### src/hw/rtl/flpl_pkg.sv
// ----------------------------------------------------------------------------
// flpl_pkg: shared types and constants of the FLAC picture length finder
// Holds the byte patterns, status codes and the result record that the
// parser hands to the top level.
// ----------------------------------------------------------------------------
package flpl_pkg;

  localparam int unsigned ByteW = 8;
  localparam int unsigned LenW  = 24;
  localparam int unsigned StatW = 3;

  localparam logic [StatW-1:0] ST_FOUND       = 3'd0;
  localparam logic [StatW-1:0] ST_NO_MARKER   = 3'd1;
  localparam logic [StatW-1:0] ST_NO_PICTURE  = 3'd2;
  localparam logic [StatW-1:0] ST_UNSUPPORTED = 3'd3;
  localparam logic [StatW-1:0] ST_TRUNCATED   = 3'd4;

  // Skip counts in bytes.
  localparam logic [LenW-1:0] SKIP_STREAMINFO = 24'd38;
  localparam logic [LenW-1:0] SKIP_PIC_HEAD   = 24'd14;
  localparam logic [LenW-1:0] SKIP_JPEG_REST  = 24'd20;
  localparam logic [LenW-1:0] SKIP_PNG_REST   = 24'd19;

  localparam logic [6:0] BLOCK_TYPE_PICTURE = 7'd6;

  // "fLaC", "jpeg" and "png" (last entry of png unused).
  localparam logic [3:0][ByteW-1:0] MARKER_CHARS = {8'h43, 8'h61, 8'h4C, 8'h66};
  localparam logic [3:0][ByteW-1:0] JPEG_CHARS   = {8'h67, 8'h65, 8'h70, 8'h6A};
  localparam logic [3:0][ByteW-1:0] PNG_CHARS    = {8'h00, 8'h67, 8'h6E, 8'h70};

  typedef struct packed {
    logic             emit;
    logic [StatW-1:0] status;
    logic [LenW-1:0]  length;
  } result_t;

endpackage

### src/hw/rtl/flpl_if.sv
// ----------------------------------------------------------------------------
// flpl_if: valid/ready channels of the FLAC picture length finder
// One channel for file bytes and one for the result beats.
// ----------------------------------------------------------------------------
interface flpl_in_if;
  logic       valid;
  logic       ready;
  logic [7:0] data_byte;
  logic       start_of_file;
  logic       end_of_file;

  modport source (output valid, output data_byte, output start_of_file,
                  output end_of_file, input ready);
  modport sink (input valid, input data_byte, input start_of_file,
                input end_of_file, output ready);
endinterface

interface flpl_out_if;
  logic        valid;
  logic        ready;
  logic [2:0]  status;
  logic [23:0] picture_length;

  modport source (output valid, output status, output picture_length, input ready);
  modport sink (input valid, input status, input picture_length, output ready);
endinterface

### src/hw/rtl/flpl_parser.sv
// ----------------------------------------------------------------------------
// flpl_parser: per-byte parse state of the FLAC picture length finder
// Holds the phase, skip counter and field registers, and works out the next
// state and an optional result for the byte that is presented on adv.
// ----------------------------------------------------------------------------
module flpl_parser
  import flpl_pkg::*;
(
  input  logic             clk,
  input  logic             rst_n,
  input  logic             adv,
  input  logic [ByteW-1:0] data_byte,
  input  logic             sof,
  input  logic             eof,
  output result_t          res
);

  typedef enum logic [2:0] {
    PH_IDLE, PH_MARKER, PH_SKIP_HDR, PH_HEADER,
    PH_SKIP_MIME, PH_MIME, PH_SKIP_SIZE, PH_SIZE
  } phase_t;

  phase_t           phase_r, phase_nxt;
  logic [LenW-1:0]  skip_r, skip_nxt;
  logic [1:0]       idx_r, idx_nxt;
  logic [ByteW-1:0] btype_r, btype_nxt;
  logic [LenW-1:0]  acc_r, acc_nxt;
  logic [1:0]       flags_r, flags_nxt;

  always_comb begin
    phase_nxt  = phase_r;
    skip_nxt   = skip_r;
    idx_nxt    = idx_r;
    btype_nxt  = btype_r;
    acc_nxt    = acc_r;
    flags_nxt  = flags_r;
    res.emit   = 1'b0;
    res.status = ST_FOUND;
    res.length = '0;

    if (sof) begin
      skip_nxt  = '0;
      btype_nxt = '0;
      phase_nxt = PH_MARKER;
      idx_nxt   = '0;
      acc_nxt   = '0;
      flags_nxt = 2'b11;
    end

    unique case (phase_nxt)
      PH_MARKER: begin
        if (data_byte != MARKER_CHARS[idx_nxt]) flags_nxt[0] = 1'b0;
        if (idx_nxt == 2'd3) begin
          if (flags_nxt[0]) begin
            phase_nxt = PH_SKIP_HDR;
            skip_nxt  = SKIP_STREAMINFO;
          end else begin
            res.emit   = 1'b1;
            res.status = ST_NO_MARKER;
            phase_nxt  = PH_IDLE;
          end
        end else begin
          idx_nxt = idx_nxt + 2'd1;
        end
      end
      PH_SKIP_HDR, PH_SKIP_MIME, PH_SKIP_SIZE: begin
        skip_nxt = skip_nxt - 24'd1;
        if (skip_nxt == '0) begin
          case (phase_nxt)
            PH_SKIP_HDR:  phase_nxt = PH_HEADER;
            PH_SKIP_MIME: phase_nxt = PH_MIME;
            default:      phase_nxt = PH_SIZE;
          endcase
          idx_nxt   = '0;
          acc_nxt   = '0;
          flags_nxt = 2'b11;
        end
      end
      PH_HEADER: begin
        if (idx_nxt == 2'd0) btype_nxt = data_byte;
        else acc_nxt = {acc_nxt[LenW-ByteW-1:0], data_byte};
        if (idx_nxt == 2'd3) begin
          if (btype_nxt[6:0] == BLOCK_TYPE_PICTURE) begin
            phase_nxt = PH_SKIP_MIME;
            skip_nxt  = SKIP_PIC_HEAD;
          end else if (btype_nxt[7]) begin
            res.emit   = 1'b1;
            res.status = ST_NO_PICTURE;
            phase_nxt  = PH_IDLE;
          end else if (acc_nxt == '0) begin
            // An empty block body: the next byte opens another header.
            phase_nxt = PH_HEADER;
            idx_nxt   = '0;
            acc_nxt   = '0;
            flags_nxt = 2'b11;
          end else begin
            phase_nxt = PH_SKIP_HDR;
            skip_nxt  = acc_nxt;
          end
        end else begin
          idx_nxt = idx_nxt + 2'd1;
        end
      end
      PH_MIME: begin
        if (data_byte != JPEG_CHARS[idx_nxt]) flags_nxt[0] = 1'b0;
        if (idx_nxt != 2'd3 && data_byte != PNG_CHARS[idx_nxt]) flags_nxt[1] = 1'b0;
        if (idx_nxt == 2'd3) begin
          if (flags_nxt[0]) begin
            phase_nxt = PH_SKIP_SIZE;
            skip_nxt  = SKIP_JPEG_REST;
          end else if (flags_nxt[1]) begin
            phase_nxt = PH_SKIP_SIZE;
            skip_nxt  = SKIP_PNG_REST;
          end else begin
            res.emit   = 1'b1;
            res.status = ST_UNSUPPORTED;
            phase_nxt  = PH_IDLE;
          end
        end else begin
          idx_nxt = idx_nxt + 2'd1;
        end
      end
      PH_SIZE: begin
        acc_nxt = {acc_nxt[LenW-ByteW-1:0], data_byte};
        if (idx_nxt == 2'd3) begin
          res.emit   = 1'b1;
          res.status = ST_FOUND;
          res.length = acc_nxt;
          phase_nxt  = PH_IDLE;
        end else begin
          idx_nxt = idx_nxt + 2'd1;
        end
      end
      default: phase_nxt = PH_IDLE;
    endcase

    // The last byte of a file closes any parse that is still undecided.
    if (eof) begin
      if (!res.emit && phase_nxt != PH_IDLE) begin
        res.emit   = 1'b1;
        res.status = ST_TRUNCATED;
        res.length = '0;
      end
      phase_nxt = PH_IDLE;
    end
  end

  always_ff @(posedge clk) begin
    if (!rst_n) begin
      phase_r <= PH_IDLE;
      skip_r  <= '0;
      idx_r   <= '0;
      btype_r <= '0;
      acc_r   <= '0;
      flags_r <= 2'b11;
    end else if (adv) begin
      phase_r <= phase_nxt;
      skip_r  <= skip_nxt;
      idx_r   <= idx_nxt;
      btype_r <= btype_nxt;
      acc_r   <= acc_nxt;
      flags_r <= flags_nxt;
    end
  end

  a_idle_after_result: assert property (@(posedge clk) disable iff (!rst_n)
    adv && res.emit |=> phase_r == PH_IDLE)
    else $error("parser did not go idle after a result");

  a_skip_nonzero: assert property (@(posedge clk) disable iff (!rst_n)
    (phase_r == PH_SKIP_HDR || phase_r == PH_SKIP_MIME || phase_r == PH_SKIP_SIZE)
    |-> skip_r != '0)
    else $error("skip phase with an empty skip count");

  a_field_index: assert property (@(posedge clk) disable iff (!rst_n)
    phase_r == PH_IDLE |=> (idx_r == $past(idx_r)) || $past(adv && sof))
    else $error("field index moved while idle");

endmodule

### src/hw/rtl/flac_picture_length_finder_top.sv
// ----------------------------------------------------------------------------
// flac_picture_length_finder_top: length of the first picture in a FLAC file
// Byte-stream parser that reports at most one status beat per file.
// ----------------------------------------------------------------------------
// The block takes one file byte per beat and accepts a byte every cycle while
// the result side keeps up. Each byte is held in the input register and is
// then folded into the parse state; the result beat that a deciding byte
// causes is offered in the cycle after that byte is folded in. The input
// register only moves forward when the result register is empty or being
// drained, so a result beat that is held off stalls the byte stream. At most
// one result beat (status and picture length) is produced per file; bytes
// after it are dropped until the next start-of-file byte.
module flac_picture_length_finder_top
  import flpl_pkg::*;
(
  input  logic        clk,
  input  logic        rst_n,
  flpl_in_if.sink     in_ch,
  flpl_out_if.source  out_ch
);

  logic             in_valid_r;
  logic [ByteW-1:0] in_byte_r;
  logic             in_sof_r;
  logic             in_eof_r;
  logic             out_valid_r;
  logic [StatW-1:0] out_status_r;
  logic [LenW-1:0]  out_len_r;
  logic             out_free;
  logic             adv;
  result_t          res;

  assign out_free    = !out_valid_r || out_ch.ready;
  assign adv         = in_valid_r && out_free;
  assign in_ch.ready = !in_valid_r || adv;

  always_ff @(posedge clk) begin
    if (!rst_n) begin
      in_valid_r <= 1'b0;
    end else if (in_ch.ready) begin
      in_valid_r <= in_ch.valid;
    end
  end

  always_ff @(posedge clk) begin
    if (in_ch.ready && in_ch.valid) begin
      in_byte_r <= in_ch.data_byte;
      in_sof_r  <= in_ch.start_of_file;
      in_eof_r  <= in_ch.end_of_file;
    end
  end

  flpl_parser u_parser (
    .clk       (clk),
    .rst_n     (rst_n),
    .adv       (adv),
    .data_byte (in_byte_r),
    .sof       (in_sof_r),
    .eof       (in_eof_r),
    .res       (res)
  );

  always_ff @(posedge clk) begin
    if (!rst_n) begin
      out_valid_r <= 1'b0;
    end else if (adv) begin
      out_valid_r <= res.emit;
    end else if (out_ch.ready) begin
      out_valid_r <= 1'b0;
    end
  end

  always_ff @(posedge clk) begin
    if (adv && res.emit) begin
      out_status_r <= res.status;
      out_len_r    <= res.length;
    end
  end

  assign out_ch.valid          = out_valid_r;
  assign out_ch.status         = out_status_r;
  assign out_ch.picture_length = out_len_r;

  a_len_zero_unless_found: assert property (@(posedge clk) disable iff (!rst_n)
    out_valid_r && out_status_r != ST_FOUND |-> out_len_r == '0)
    else $error("picture length set on a non-found result");

  a_no_overwrite: assert property (@(posedge clk) disable iff (!rst_n)
    out_valid_r && !out_ch.ready |-> !adv)
    else $error("parser advanced over a held result beat");

  a_status_range: assert property (@(posedge clk) disable iff (!rst_n)
    out_valid_r |-> out_status_r <= ST_TRUNCATED)
    else $error("result status out of range");

  a_input_drains: assert property (@(posedge clk) disable iff (!rst_n)
    in_valid_r && out_free |=> !in_valid_r || $past(in_ch.valid))
    else $error("input register held a byte that was already parsed");

endmodule

### src/flat_wrapper.sv
// flat-port wrapper written by rule: the top's interface ports become plain ports
module flac_picture_length_finder_top_flat import flpl_pkg::*;
  (clk, rst_n, in_ch_valid, in_ch_data_byte, in_ch_start_of_file, in_ch_end_of_file, in_ch_ready, out_ch_valid, out_ch_status, out_ch_picture_length, out_ch_ready);
  flpl_in_if in_ch_i ();
  flpl_out_if out_ch_i ();
  input  logic clk;
  input  logic rst_n;
  input wire logic [$bits(in_ch_i.valid)-1:0] in_ch_valid;
  input wire logic [$bits(in_ch_i.data_byte)-1:0] in_ch_data_byte;
  input wire logic [$bits(in_ch_i.start_of_file)-1:0] in_ch_start_of_file;
  input wire logic [$bits(in_ch_i.end_of_file)-1:0] in_ch_end_of_file;
  output wire logic [$bits(in_ch_i.ready)-1:0] in_ch_ready;
  output wire logic [$bits(out_ch_i.valid)-1:0] out_ch_valid;
  output wire logic [$bits(out_ch_i.status)-1:0] out_ch_status;
  output wire logic [$bits(out_ch_i.picture_length)-1:0] out_ch_picture_length;
  input wire logic [$bits(out_ch_i.ready)-1:0] out_ch_ready;
  assign in_ch_i.valid = in_ch_valid;
  assign in_ch_i.data_byte = in_ch_data_byte;
  assign in_ch_i.start_of_file = in_ch_start_of_file;
  assign in_ch_i.end_of_file = in_ch_end_of_file;
  assign in_ch_ready = in_ch_i.ready;
  assign out_ch_valid = out_ch_i.valid;
  assign out_ch_status = out_ch_i.status;
  assign out_ch_picture_length = out_ch_i.picture_length;
  assign out_ch_i.ready = out_ch_ready;
  flac_picture_length_finder_top u_core (.clk(clk), .rst_n(rst_n), .in_ch(in_ch_i), .out_ch(out_ch_i));
endmodule
### config.mk
export PLATFORM = sky130hd
export DESIGN_NAME = flac_picture_length_finder_top_flat
export DESIGN_NICKNAME = d
export VERILOG_FILES = /design/src/hw/rtl/flpl_pkg.sv /design/src/hw/rtl/flpl_if.sv /design/src/hw/rtl/flpl_parser.sv /design/src/hw/rtl/flac_picture_length_finder_top.sv /design/src/flat_wrapper.sv
export SDC_FILE = /design/constraint.sdc
export NUM_CORES = 1
export LEC_CHECK = 0
export BUFFER_PORTS_ARGS = -buffer_cell sky130_fd_sc_hd__buf_2
export CAP_MARGIN = 20
export CORE_MARGIN = 5
export CORE_UTILIZATION = 30
export CTS_CLUSTER_DIAMETER = 80
export DETAILED_ROUTE_END_ITERATION = 6
export PLACE_DENSITY = 0.54
export SYNTH_ARGS = -nofsm -noshare
export SYNTH_HDL_FRONTEND = slang
export SYNTH_SLANG_ARGS = --single-unit
### constraint.sdc
create_clock -name clk -period 4.2 [get_ports clk]
set_input_delay 0.84 -clock clk [delete_from_list [all_inputs] [get_ports clk]]
set_output_delay 0.84 -clock clk [all_outputs]
set_load 0.005 [all_outputs]
# [Yosys cells after proc, flatten, opt, wreduce, memory -nomap -nowiden]
# Cells that the tools add are included.
[word_totals] ff_bits=102 in_bits=14 out_inout_bits=29 word_cells=128
[op_classes] add_sub_neg=2 n_lt_le_gt_ge=1 n_eq_ne=13 mux=82 n_reduce_logical=17
[ops] cell="24-bit 2-to-1 mux" n=19
[ops] cell="24-bit one-hot mux with 4 select lines" n=1
[ops] cell="28-bit 2-to-1 mux" n=3
[ops] cell="24-bit one-hot mux with 3 select lines" n=1
[ops] cell="8-bit 2-to-1 mux" n=7
[ops] cell="8-bit binary-select mux with 2-bit select" n=3
[ops] cell="24-bit zero test" n=2
[ops] cell="4-bit 2-to-1 mux" n=8
[ops] cell="2-bit 2-to-1 mux" n=15
[ops] cell="3-bit 2-to-1 mux" n=10
[ops] cell="8-bit inequality test" n=3
[ops] cell="24-bit by 1-bit subtractor with 24-bit output, second input constant" n=1
[ops] cell="4-bit one-hot mux with 4 select lines" n=1
[ops] cell="3-bit one-hot mux with 5 select lines" n=1
[ops] cell="3-bit == test, second input constant" n=4
[ops] cell="1-bit 2-to-1 mux" n=9
[ops] cell="7-bit by 3-bit == test with 1-bit output, second input constant" n=1
[ops] cell="3-bit by 2-bit == test with 1-bit output, second input constant" n=2
[ops] cell="2-bit one-hot mux with 3 select lines" n=1
[ops] cell="3-bit one-hot mux with 2 select lines" n=1
[ops] cell="3-bit OR reduction" n=2
[ops] cell="1-bit logical AND" n=5
[ops] cell="1-bit one-hot mux with 4 select lines" n=1
[ops] cell="3-bit by 1-bit == test with 1-bit output, second input constant" n=1
[ops] cell="10 further kinds" n=13

# [Logic depth before layout (Yosys ltp)]
# Gate-level depths: netlist (run 1).
[logic_depth] word_depth=16 mapped_depth=15 ltp_nobuf=11

# [Hierarchy]
# From an unflattened synthesis (run 1), not the netlist that was laid out.
[hier_totals] hier_cells=788 hier_area_um2=6443.7
[by_module_without_submodules] mod="flpl_parser" n_inst=1 cells_each=738 area_each_um2=5220.0 seq_area_each_um2=1261.2
[by_module_without_submodules] mod="flac_picture_length_finder_top" n_inst=1 cells_each=50 area_each_um2=1223.7 seq_area_each_um2=1151.1

# [Least setup slack after synthesis (run 1)]
# Ideal clock, no wire load.
[synth_path] path_kind="reg-to-reg" from="register u_core.in_sof_r" to="register u_core.out_len_r[0], in the netlist u_core.out_ch.picture_length[0], enable pin" setup_ns=0.411 arrival_time_ns=4.125 t_required_ns=3.789 setup_slack_ns=-0.335 path_stages_with_launch=13 n_path_buf=2 synth_period_minus_slack_ns=4.535 path_cell_list="edfxtp_1 > clkbuf_1 > nor2b_1 > inv_1 > ha_1 > clkbuf_1 > or4_1 > nor4_1 > o21ai_0 > o2111ai_1 > o31a_1 > nor2_1 > nor2_1"
[synth_via] elab_chain_cells=16 word_cells_on_any_way=70 classes_between="1 x add/sub; 13 x eq/ne; 47 x mux; 9 x reduce/logical"
[synth_rtl] item="start, declared" line="flac_picture_length_finder_top.sv:24" text="logic in_sof_r;"
[synth_rtl] item="start signal, assigned" line="flac_picture_length_finder_top.sv:48" text="in_sof_r <= in_ch.start_of_file;"
[synth_rtl] item="parallel branches: the longest is 14 deep, another holds 24-bit by 1-bit subtractor with 24-bit output"
[synth_rtl] item="28-bit 2-to-1 mux (*)" line="flpl_parser.sv:138" text="if (eof) begin"
[synth_rtl] item="1-bit logical AND (*)" line="flac_picture_length_finder_top.sv:74" text="if (adv && res.emit) begin"
[synth_rtl] item="end signal, assigned" line="flac_picture_length_finder_top.sv:76" text="out_len_r <= res.length;"
[synth_rtl] item="end, declared" line="flac_picture_length_finder_top.sv:28" text="logic [LenW-1:0] out_len_r;"
# Every way passes the cells marked *. The select of a mux whose other input is x is not followed.
# A chain may end at the register's enable or synchronous reset.

# [Final worst setup path (run 1)]
[layout_path] from="register u_core.in_sof_r" to="register u_core.out_len_r[18], in the netlist u_core.out_ch.picture_length[18], enable pin"
# Same word-level chain as after synthesis.

==> impl_metrics.env, run 1 <==
export IMPL_crit_chain="nand2b_1, ha_2, or4_1, nor4_1, nor4_1, a31o_2, o31a_1, nor2_1, nor2_2, buf_4"
export IMPL_slew_violations=0
export IMPL_tns_ns=0
export IMPL_die_y_um=159
export IMPL_power_density_mw_per_mm2=292
export IMPL_start_kind="flop"
export IMPL_fin_util_pct=34.3
export IMPL_htreeDepth=3
export IMPL_die_area_mm2=0.0252
export IMPL_yosys_warnings=0
export IMPL_seqPwrFrac_pct=48.7
export IMPL_period_needed_ns=3.86
export IMPL_path_class="reg2reg"
export IMPL_syn_inst=808
export IMPL_tritoncts="done"
export IMPL_synth_avg_cell_area_um2=8.20
export IMPL_initial_core_util_pct=30.4
export IMPL_area_delta_synth_final_pct=12.9
export IMPL_post_cts_buffers=0
export IMPL_grtUsageMet2_pct=27.2
export IMPL_die_x_um=159
export IMPL_critPathMaxFanout=27
export IMPL_clk_pin_slew_ns=0.07
export IMPL_rsz0062_at_grt="no"
export IMPL_synth_seq_cells=102
export IMPL_synth_cell_types=73
export IMPL_dp_hpwl_mm=15.9
export IMPL_grt_pass1_wl_mm=35.1
export IMPL_fin_skew_ns=0.00826
export IMPL_syn_nets=829
export IMPL_hold_buffers=0
export IMPL_clock_latency_ns=0.36
export IMPL_first_iter_violations=596
export IMPL_leakagePower_nw=2.73
export IMPL_synth_common_cells="nor2_1, nand2_1, dfxtp_1"
export IMPL_fin_nets=850
export IMPL_grt_busiest_layer="met2"
export IMPL_yosysSeqAreaShare_pct=36.4
export IMPL_arrival_ns=3.94
export IMPL_drtAntennaViolNets=0
export IMPL_via_count=6544
export IMPL_numClockSinks=102
export IMPL_cts_buffer_depth=2
export IMPL_gp_congestion=0.952
export IMPL_tightest_slew_ns=1.08
export IMPL_fillers=2258
export IMPL_synth_top_area_share_pct=19.6
export IMPL_comb_power_share_pct=9.9
export IMPL_fmax_mhz=259
export IMPL_vias_per_cell=5.87
export IMPL_crit_buf_inv=1
export IMPL_grt_max_degree=46
export IMPL_grt_util_all_layers_pct=17.9
export IMPL_grt_pass1_vias=6141
export IMPL_swShare_pct=25.9
export IMPL_coreArea_mm2=0.0218
export IMPL_cpMaxStageDelayCell="nor4_1"
export IMPL_setup_viol=0
export IMPL_p_int_mw=1.62
export IMPL_synthArstFlopShare_pct=0
export IMPL_ir_drop_v=0.000146
export IMPL_rows=54
export IMPL_routedWlPerCell_um=20.1
export IMPL_max_stage_delay_ns=0.73
export IMPL_endpoint_kind="flop"
export IMPL_p_sw_uw=566
export IMPL_syn_area_mm2=0.00663
export IMPL_path_delay_family="simple AND/OR/NAND/NOR gates"
export IMPL_status="finished clean"
export IMPL_crit_top_cell="nor4_1"
export IMPL_finalHoldViolCount=0
export IMPL_port_buffers=42
export IMPL_synth_ff_type="dfxtp_1"
export IMPL_antenna_found_initial=0
export IMPL_grt_overflow=0
export IMPL_cts_resized_gates=0
export IMPL_grtUsageMet3_pct=3.56
export IMPL_synth_edf_count=37
export IMPL_synth_most_common_cell="nor2_1"
export IMPL_period_share_pct=91.9
export IMPL_maxCapViolations=0
export IMPL_drcViolationCount=0
export IMPL_drt_wl_total_mm=22.4
export IMPL_relSlewSlack_pct=27.5
export IMPL_cts_root_buf="clkbuf_16"
export IMPL_cts_buffers=9
export IMPL_hp_class="reg2reg"
export IMPL_drive_above_1_share_pct=13.1
export IMPL_drt_pass1_iterations=5
export IMPL_critPathRequiredTime_ns=4.28
export IMPL_synth_top_cell_by_area="dfxtp_1"
export IMPL_power_frac_clock_pct=41.4
export IMPL_io_pins=43
export IMPL_synthTopCellsByArea="dfxtp_1, edfxtp_1, o21ai_0"
export IMPL_grt_met1_usage_pct=25.1
export IMPL_n_antenna_cell=0
-- routing by layer --
metal | vias to the layer above | share of wire [%]
li1 | 3077 | -
met1 | 3088 | 45
met2 | 332 | 44
met3 | 47 | 8.6
met4 | 0 | 2.4
met5 | - | 0
-- layout by cell type, fill, tap and decap left out, types with 16 or more instances in the layout --
| cell | n |
|---|---|
| buf_2 | 42 |
| and3_1 | 26 |
| a22oi_1 | 28 |
| dfxtp_1 | 65 |
| nand2_1 | 74 |
| o22ai_1 | 16 |
| edfxtp_1 | 37 |
| a21oi_1 | 37 |
| inv_1 | 26 |
| buf_4 | 29 |
| mux2i_1 | 26 |
| nand3_1 | 24 |
| nor2_1 | 74 |
| nor3_1 | 22 |
| o21ai_0 | 62 |
-- area by class of cell --
cell class | count | area [um2] | area share [%]
clock buffers | 10 | 250 | 3.34
well taps | 280 | 350 | 4.68
clock inverters | 6 | 65.1 | 0.869
flip-flops and latches | 102 | 2410 | 32.2
multi-input cells | 617 | 3860 | 51.5
repair buffers | 72 | 448 | 5.98
inverters | 27 | 101 | 1.35
-- final timing paths --
kind	startpoint	end	slack, ns	cells after the start
worst max-delay path	u_core.in_sof_r	u_core.out_ch.picture_length[18]	0.34	10
worst min-delay path	u_core.u_parser.btype_r[7]	u_core.u_parser.btype_r[7]	0.48	2
worst min register to register	u_core.u_parser.btype_r[7]	u_core.u_parser.btype_r[7]	0.48	2
worst max register to register	u_core.in_sof_r	u_core.out_ch.picture_length[18]	0.34	10
-- registers in the layout, indices dropped and copies added, names as in the netlist, 2 cells and up --
register	flops
u_core.u_parser.acc_r	24
u_core.u_parser.idx_r	2
u_core.u_parser.btype_r	8
u_core.out_ch.status	3
u_core.u_parser.phase_r	3
u_core.out_ch.picture_length	24
u_core.u_parser.flags_r	2
u_core.in_byte_r	8
u_core.u_parser.skip_r	24
-- per-stage QoR --
| stage | worst slack, ns | std cells | area, um2 | power, mW | hold slack [ns] |
|---|---|---|---|---|---|
| after CTS | 0.374 | 1114 | 7490 | 2.19 | 0.487 |
| after detailed placement | 0.401 | 1098 | 7170 | 1.30 | 0.478 |
| after global placement | 0.457 | 1098 | 7170 | 1.30 | 0.477 |
| after global routing | 0.0777 | 1114 | 7490 | 2.26 | 0.542 |
| after floorplan | 0.108 | 808 | 6630 | 1.22 | 0.456 |
| final | 0.342 | 1114 | 7490 | 2.18 | 0.485 |
-- kinds of logic (layout without fill, tap and decap cells) --
family | Yosys count | count (layout) | synth area share (%)
and+or+nand+nor | 315 | 315 | 25.0
AOI/OAI and AO/OA | 243 | 243 | 24.3
DFF | 102 | 102 | 36.4
buffers and inverters | 89 | 115 | 5.53
muxes | 29 | 29 | 4.44
xor gates and xnor gates | 23 | 23 | 3.04
adders and majority gates | 7 | 7 | 1.32
-- worst register-to-register path: cells and delay by family (launching register included) --
family,cells,cell delay (ns)
buf+inv,1,0.26
flops,1,0.51
fa+ha+maj,1,0.25
simple gates,6,1.93
compound gates,2,0.62
-- power groups by stage --
stage               registers (mW)  logic (mW)  clock network, mW
floorplan                     1.07       0.153                  0
global placement              1.08       0.213                  0
detailed placement            1.09       0.213                  0
CTS                           1.06       0.214              0.918
global route                  1.06       0.235              0.957
finish                        1.06       0.217              0.903
Note: power is estimated with default switching activity, not from simulation.
==> run 2: changes to the inputs <==
ABC_AREA = 1   (was unset)
==> run 2 against run 1 <==
Hold slack got worse by 0.018 ns. Fmax increased by 11%. Combinational power decreased by 4%. Sequential cell count unchanged. Non-clock buffer count decreased by 10. Sequential share of layout area decreased by 2.9 points. Total power decreased by 3.1%. Worst setup slack improved by 0.39 ns. Sequential power about the same. Routed wire length increased by 8.6%. Register-to-register slack improved by 0.39 ns. Critical endpoint is now u_core.out_ch.status[2]. Highest routed layer unchanged.
==> impl_metrics.env, run 2 <==
export IMPL_synth_avg_cell_area_um2=6.17
export IMPL_start_kind="flop"
export IMPL_p_total_mw=2.11
export IMPL_area_delta_synth_final_pct=10.0
export IMPL_dp_hpwl_mm=17.0
export IMPL_highest_layer="met4"
export IMPL_synth_seq_cells=102
export IMPL_numClockSinks=102
export IMPL_clk_pin_slew_ns=0.08
export IMPL_power_frac_clock_pct=40.4
export IMPL_endpoint_kind="flop"
export IMPL_clock_latency_ns=0.36
export IMPL_period_needed_ns=3.47
export IMPL_drt_wl_total_mm=24.3
export IMPL_swShare_pct=28.7
export IMPL_ir_drop_v=0.000190
export IMPL_met1_length_mm=11.0
export IMPL_post_cts_buffers=0
export IMPL_vias_per_cell=5.10
export IMPL_synth_top_area_share_pct=19.7
export IMPL_synthArstFlopShare_pct=0
export IMPL_synth_ff_type="dfxtp_1"
export IMPL_synthTopCellsByArea="nand2_1, dfxtp_1, edfxtp_1"
export IMPL_cpMaxStageDelayCell="nand3_1"
export IMPL_hold_ws_ns=0.467
export IMPL_synth_cell_types=42
export IMPL_coreArea_mm2=0.0244
export IMPL_synth_edf_count=37
export IMPL_n_antenna_cell=0
export IMPL_synth_top_cell_by_area="nand2_1"
export IMPL_die_area_mm2=0.0282
export IMPL_hp_class="reg2reg"
export IMPL_grt_pass1_wl_mm=39.0
export IMPL_maxCapViolations=0
export IMPL_synth_most_common_cell="nand2_1"
export IMPL_die_y_um=168
export IMPL_layout_common_cells="nand2_1, nor2_1, inv_1, nand3_1, o21ai_0"
export IMPL_htreeDepth=3
export IMPL_grt_util_all_layers_pct=16.9
export IMPL_p_int_mw=1.51
export IMPL_syn_nets=1231
export IMPL_routedWlPerCell_um=15.7
export IMPL_cts_buffers=9
export IMPL_dr_wl_met3_mm=1.37
export IMPL_grt_pass1_vias=7279
export IMPL_grt_max_degree=60
export IMPL_rows=57
export IMPL_rsz0062_at_grt="no"
export IMPL_gp_congestion=0.932
export IMPL_drive_above_1_share_pct=11.0
export IMPL_first_iter_violations=788
export IMPL_syn_inst=1210
export IMPL_seqPwrFrac_pct=49.8
export IMPL_fin_skew_ns=0.0110
export IMPL_period_share_pct=82.5
export IMPL_relSlewSlack_pct=51.7
export IMPL_finalHoldViolCount=0
export IMPL_setup_viol=0
export IMPL_synth_common_cells="nand2_1, nor2_1, inv_1"
export IMPL_status="finished clean"
export IMPL_final_common_cell="nand2_1"
export IMPL_cts_buffer_depth=2
export IMPL_leakagePower_nw=3.65
export IMPL_crit_buf_inv=4
export IMPL_tightest_slew_ns=0.724
export IMPL_yosysSeqAreaShare_pct=32.3
export IMPL_p_sw_uw=607
export IMPL_critPathRequiredTime_ns=4.42
export IMPL_comb_power_share_pct=9.8
export IMPL_syn_area_mm2=0.00747
export IMPL_critPathMaxFanout=19
export IMPL_tns_ns=0
export IMPL_drt_pass1_iterations=6
export IMPL_via_count=7884
export IMPL_initial_core_util_pct=30.6
export IMPL_port_buffers=42
export IMPL_drcViolationCount=0
export IMPL_crit_top_cell="nand2_1"
export IMPL_path_class="reg2reg"
export IMPL_max_stage_delay_ns=0.50
export IMPL_fmax_mhz=288
export IMPL_hold_buffers=0
export IMPL_die_x_um=168
export IMPL_slew_violations=0
export IMPL_arrival_ns=3.69
export IMPL_fin_util_pct=33.7
export IMPL_path_delay_family="simple AND/OR/NAND/NOR gates"
export IMPL_cts_resized_gates=0
export IMPL_power_density_mw_per_mm2=257
export IMPL_cts_root_buf="clkbuf_16"
export IMPL_crit_chain="inv_2, nand2_1, ha_1, inv_1, o21ai_0, nand2_1, nor2_1, nand2_1, nand3_1, o21ai_0, a21oi_1, nand2_1, inv_1, nand2_1, nand2_1, inv_1"
export IMPL_io_pins=43
export IMPL_tritoncts="done"
export IMPL_fin_nets=1239
export IMPL_grt_overflow=0
export IMPL_wl_met2_mm=11.3
export IMPL_drtAntennaViolNets=0
export IMPL_yosys_warnings=0
export IMPL_antenna_found_initial=0
[run 2: layer usage]
layer	vias up	track usage [%]
li1	3927	-
met1	3646	23.0
met2	264	27.4
met3	47	2.70
met4	0	5.93
met5	-	0
[run 2: cell families after synthesis]
| group | count (synthesis) | share of synthesized area, % |
|---|---|---|
| xor+xnor | 8 | 0.938 |
| compound gates | 199 | 15.8 |
| fa+ha+maj | 7 | 1.17 |
| flops | 102 | 32.3 |
| simple gates | 697 | 39.0 |
| buf+inv | 197 | 10.8 |
[run 2: layout make-up]
type                       count  area, um2
fill                        2731      16200
multi-input combinational    911       4260
sequential                   102       2410
inverter                     132        495
tap                          324        405
timing repair buffer          62        360
clock buffer                   9        225
clock inverter                 7       65.1
[run 2: per-stage QoR]
stage | setup slack [ns] | instances | cell area, um2
detailed placement | 0.842 | 1531 | 7930
CTS | 0.817 | 1547 | 8220
global route | 0.332 | 1547 | 8220
floorplan | 1.05 | 1210 | 7470
global placement | 0.890 | 1531 | 7930
finish | 0.733 | 1547 | 8220
[run 2: final timing paths]
check                             startpoint                    endpoint  slack, ns  cells past startpoint
hold / removal    u_core.u_parser.flags_r[1]  u_core.u_parser.flags_r[1]       0.47                      2
hold reg to reg   u_core.u_parser.flags_r[1]  u_core.u_parser.flags_r[1]       0.47                      2
setup reg to reg             u_core.in_sof_r     u_core.out_ch.status[2]       0.73                     16
setup / recovery             u_core.in_sof_r     u_core.out_ch.status[2]       0.73                     16
[run 2: power by group through the flow]
stage,clock network (mW),logic (mW),registers (mW)
after floorplan,0,0.148,1.07
after global placement,0,0.206,1.08
after detailed placement,0,0.206,1.08
after CTS,0.878,0.206,1.05
after global routing,0.908,0.231,1.05
final,0.853,0.208,1.05
[run 2: worst min-delay path: cells and delay by family, from the launching register on]
family	cells	cell delay, ns
flops	1	0.33
simple gates	1	0.05
compound gates	1	0.07
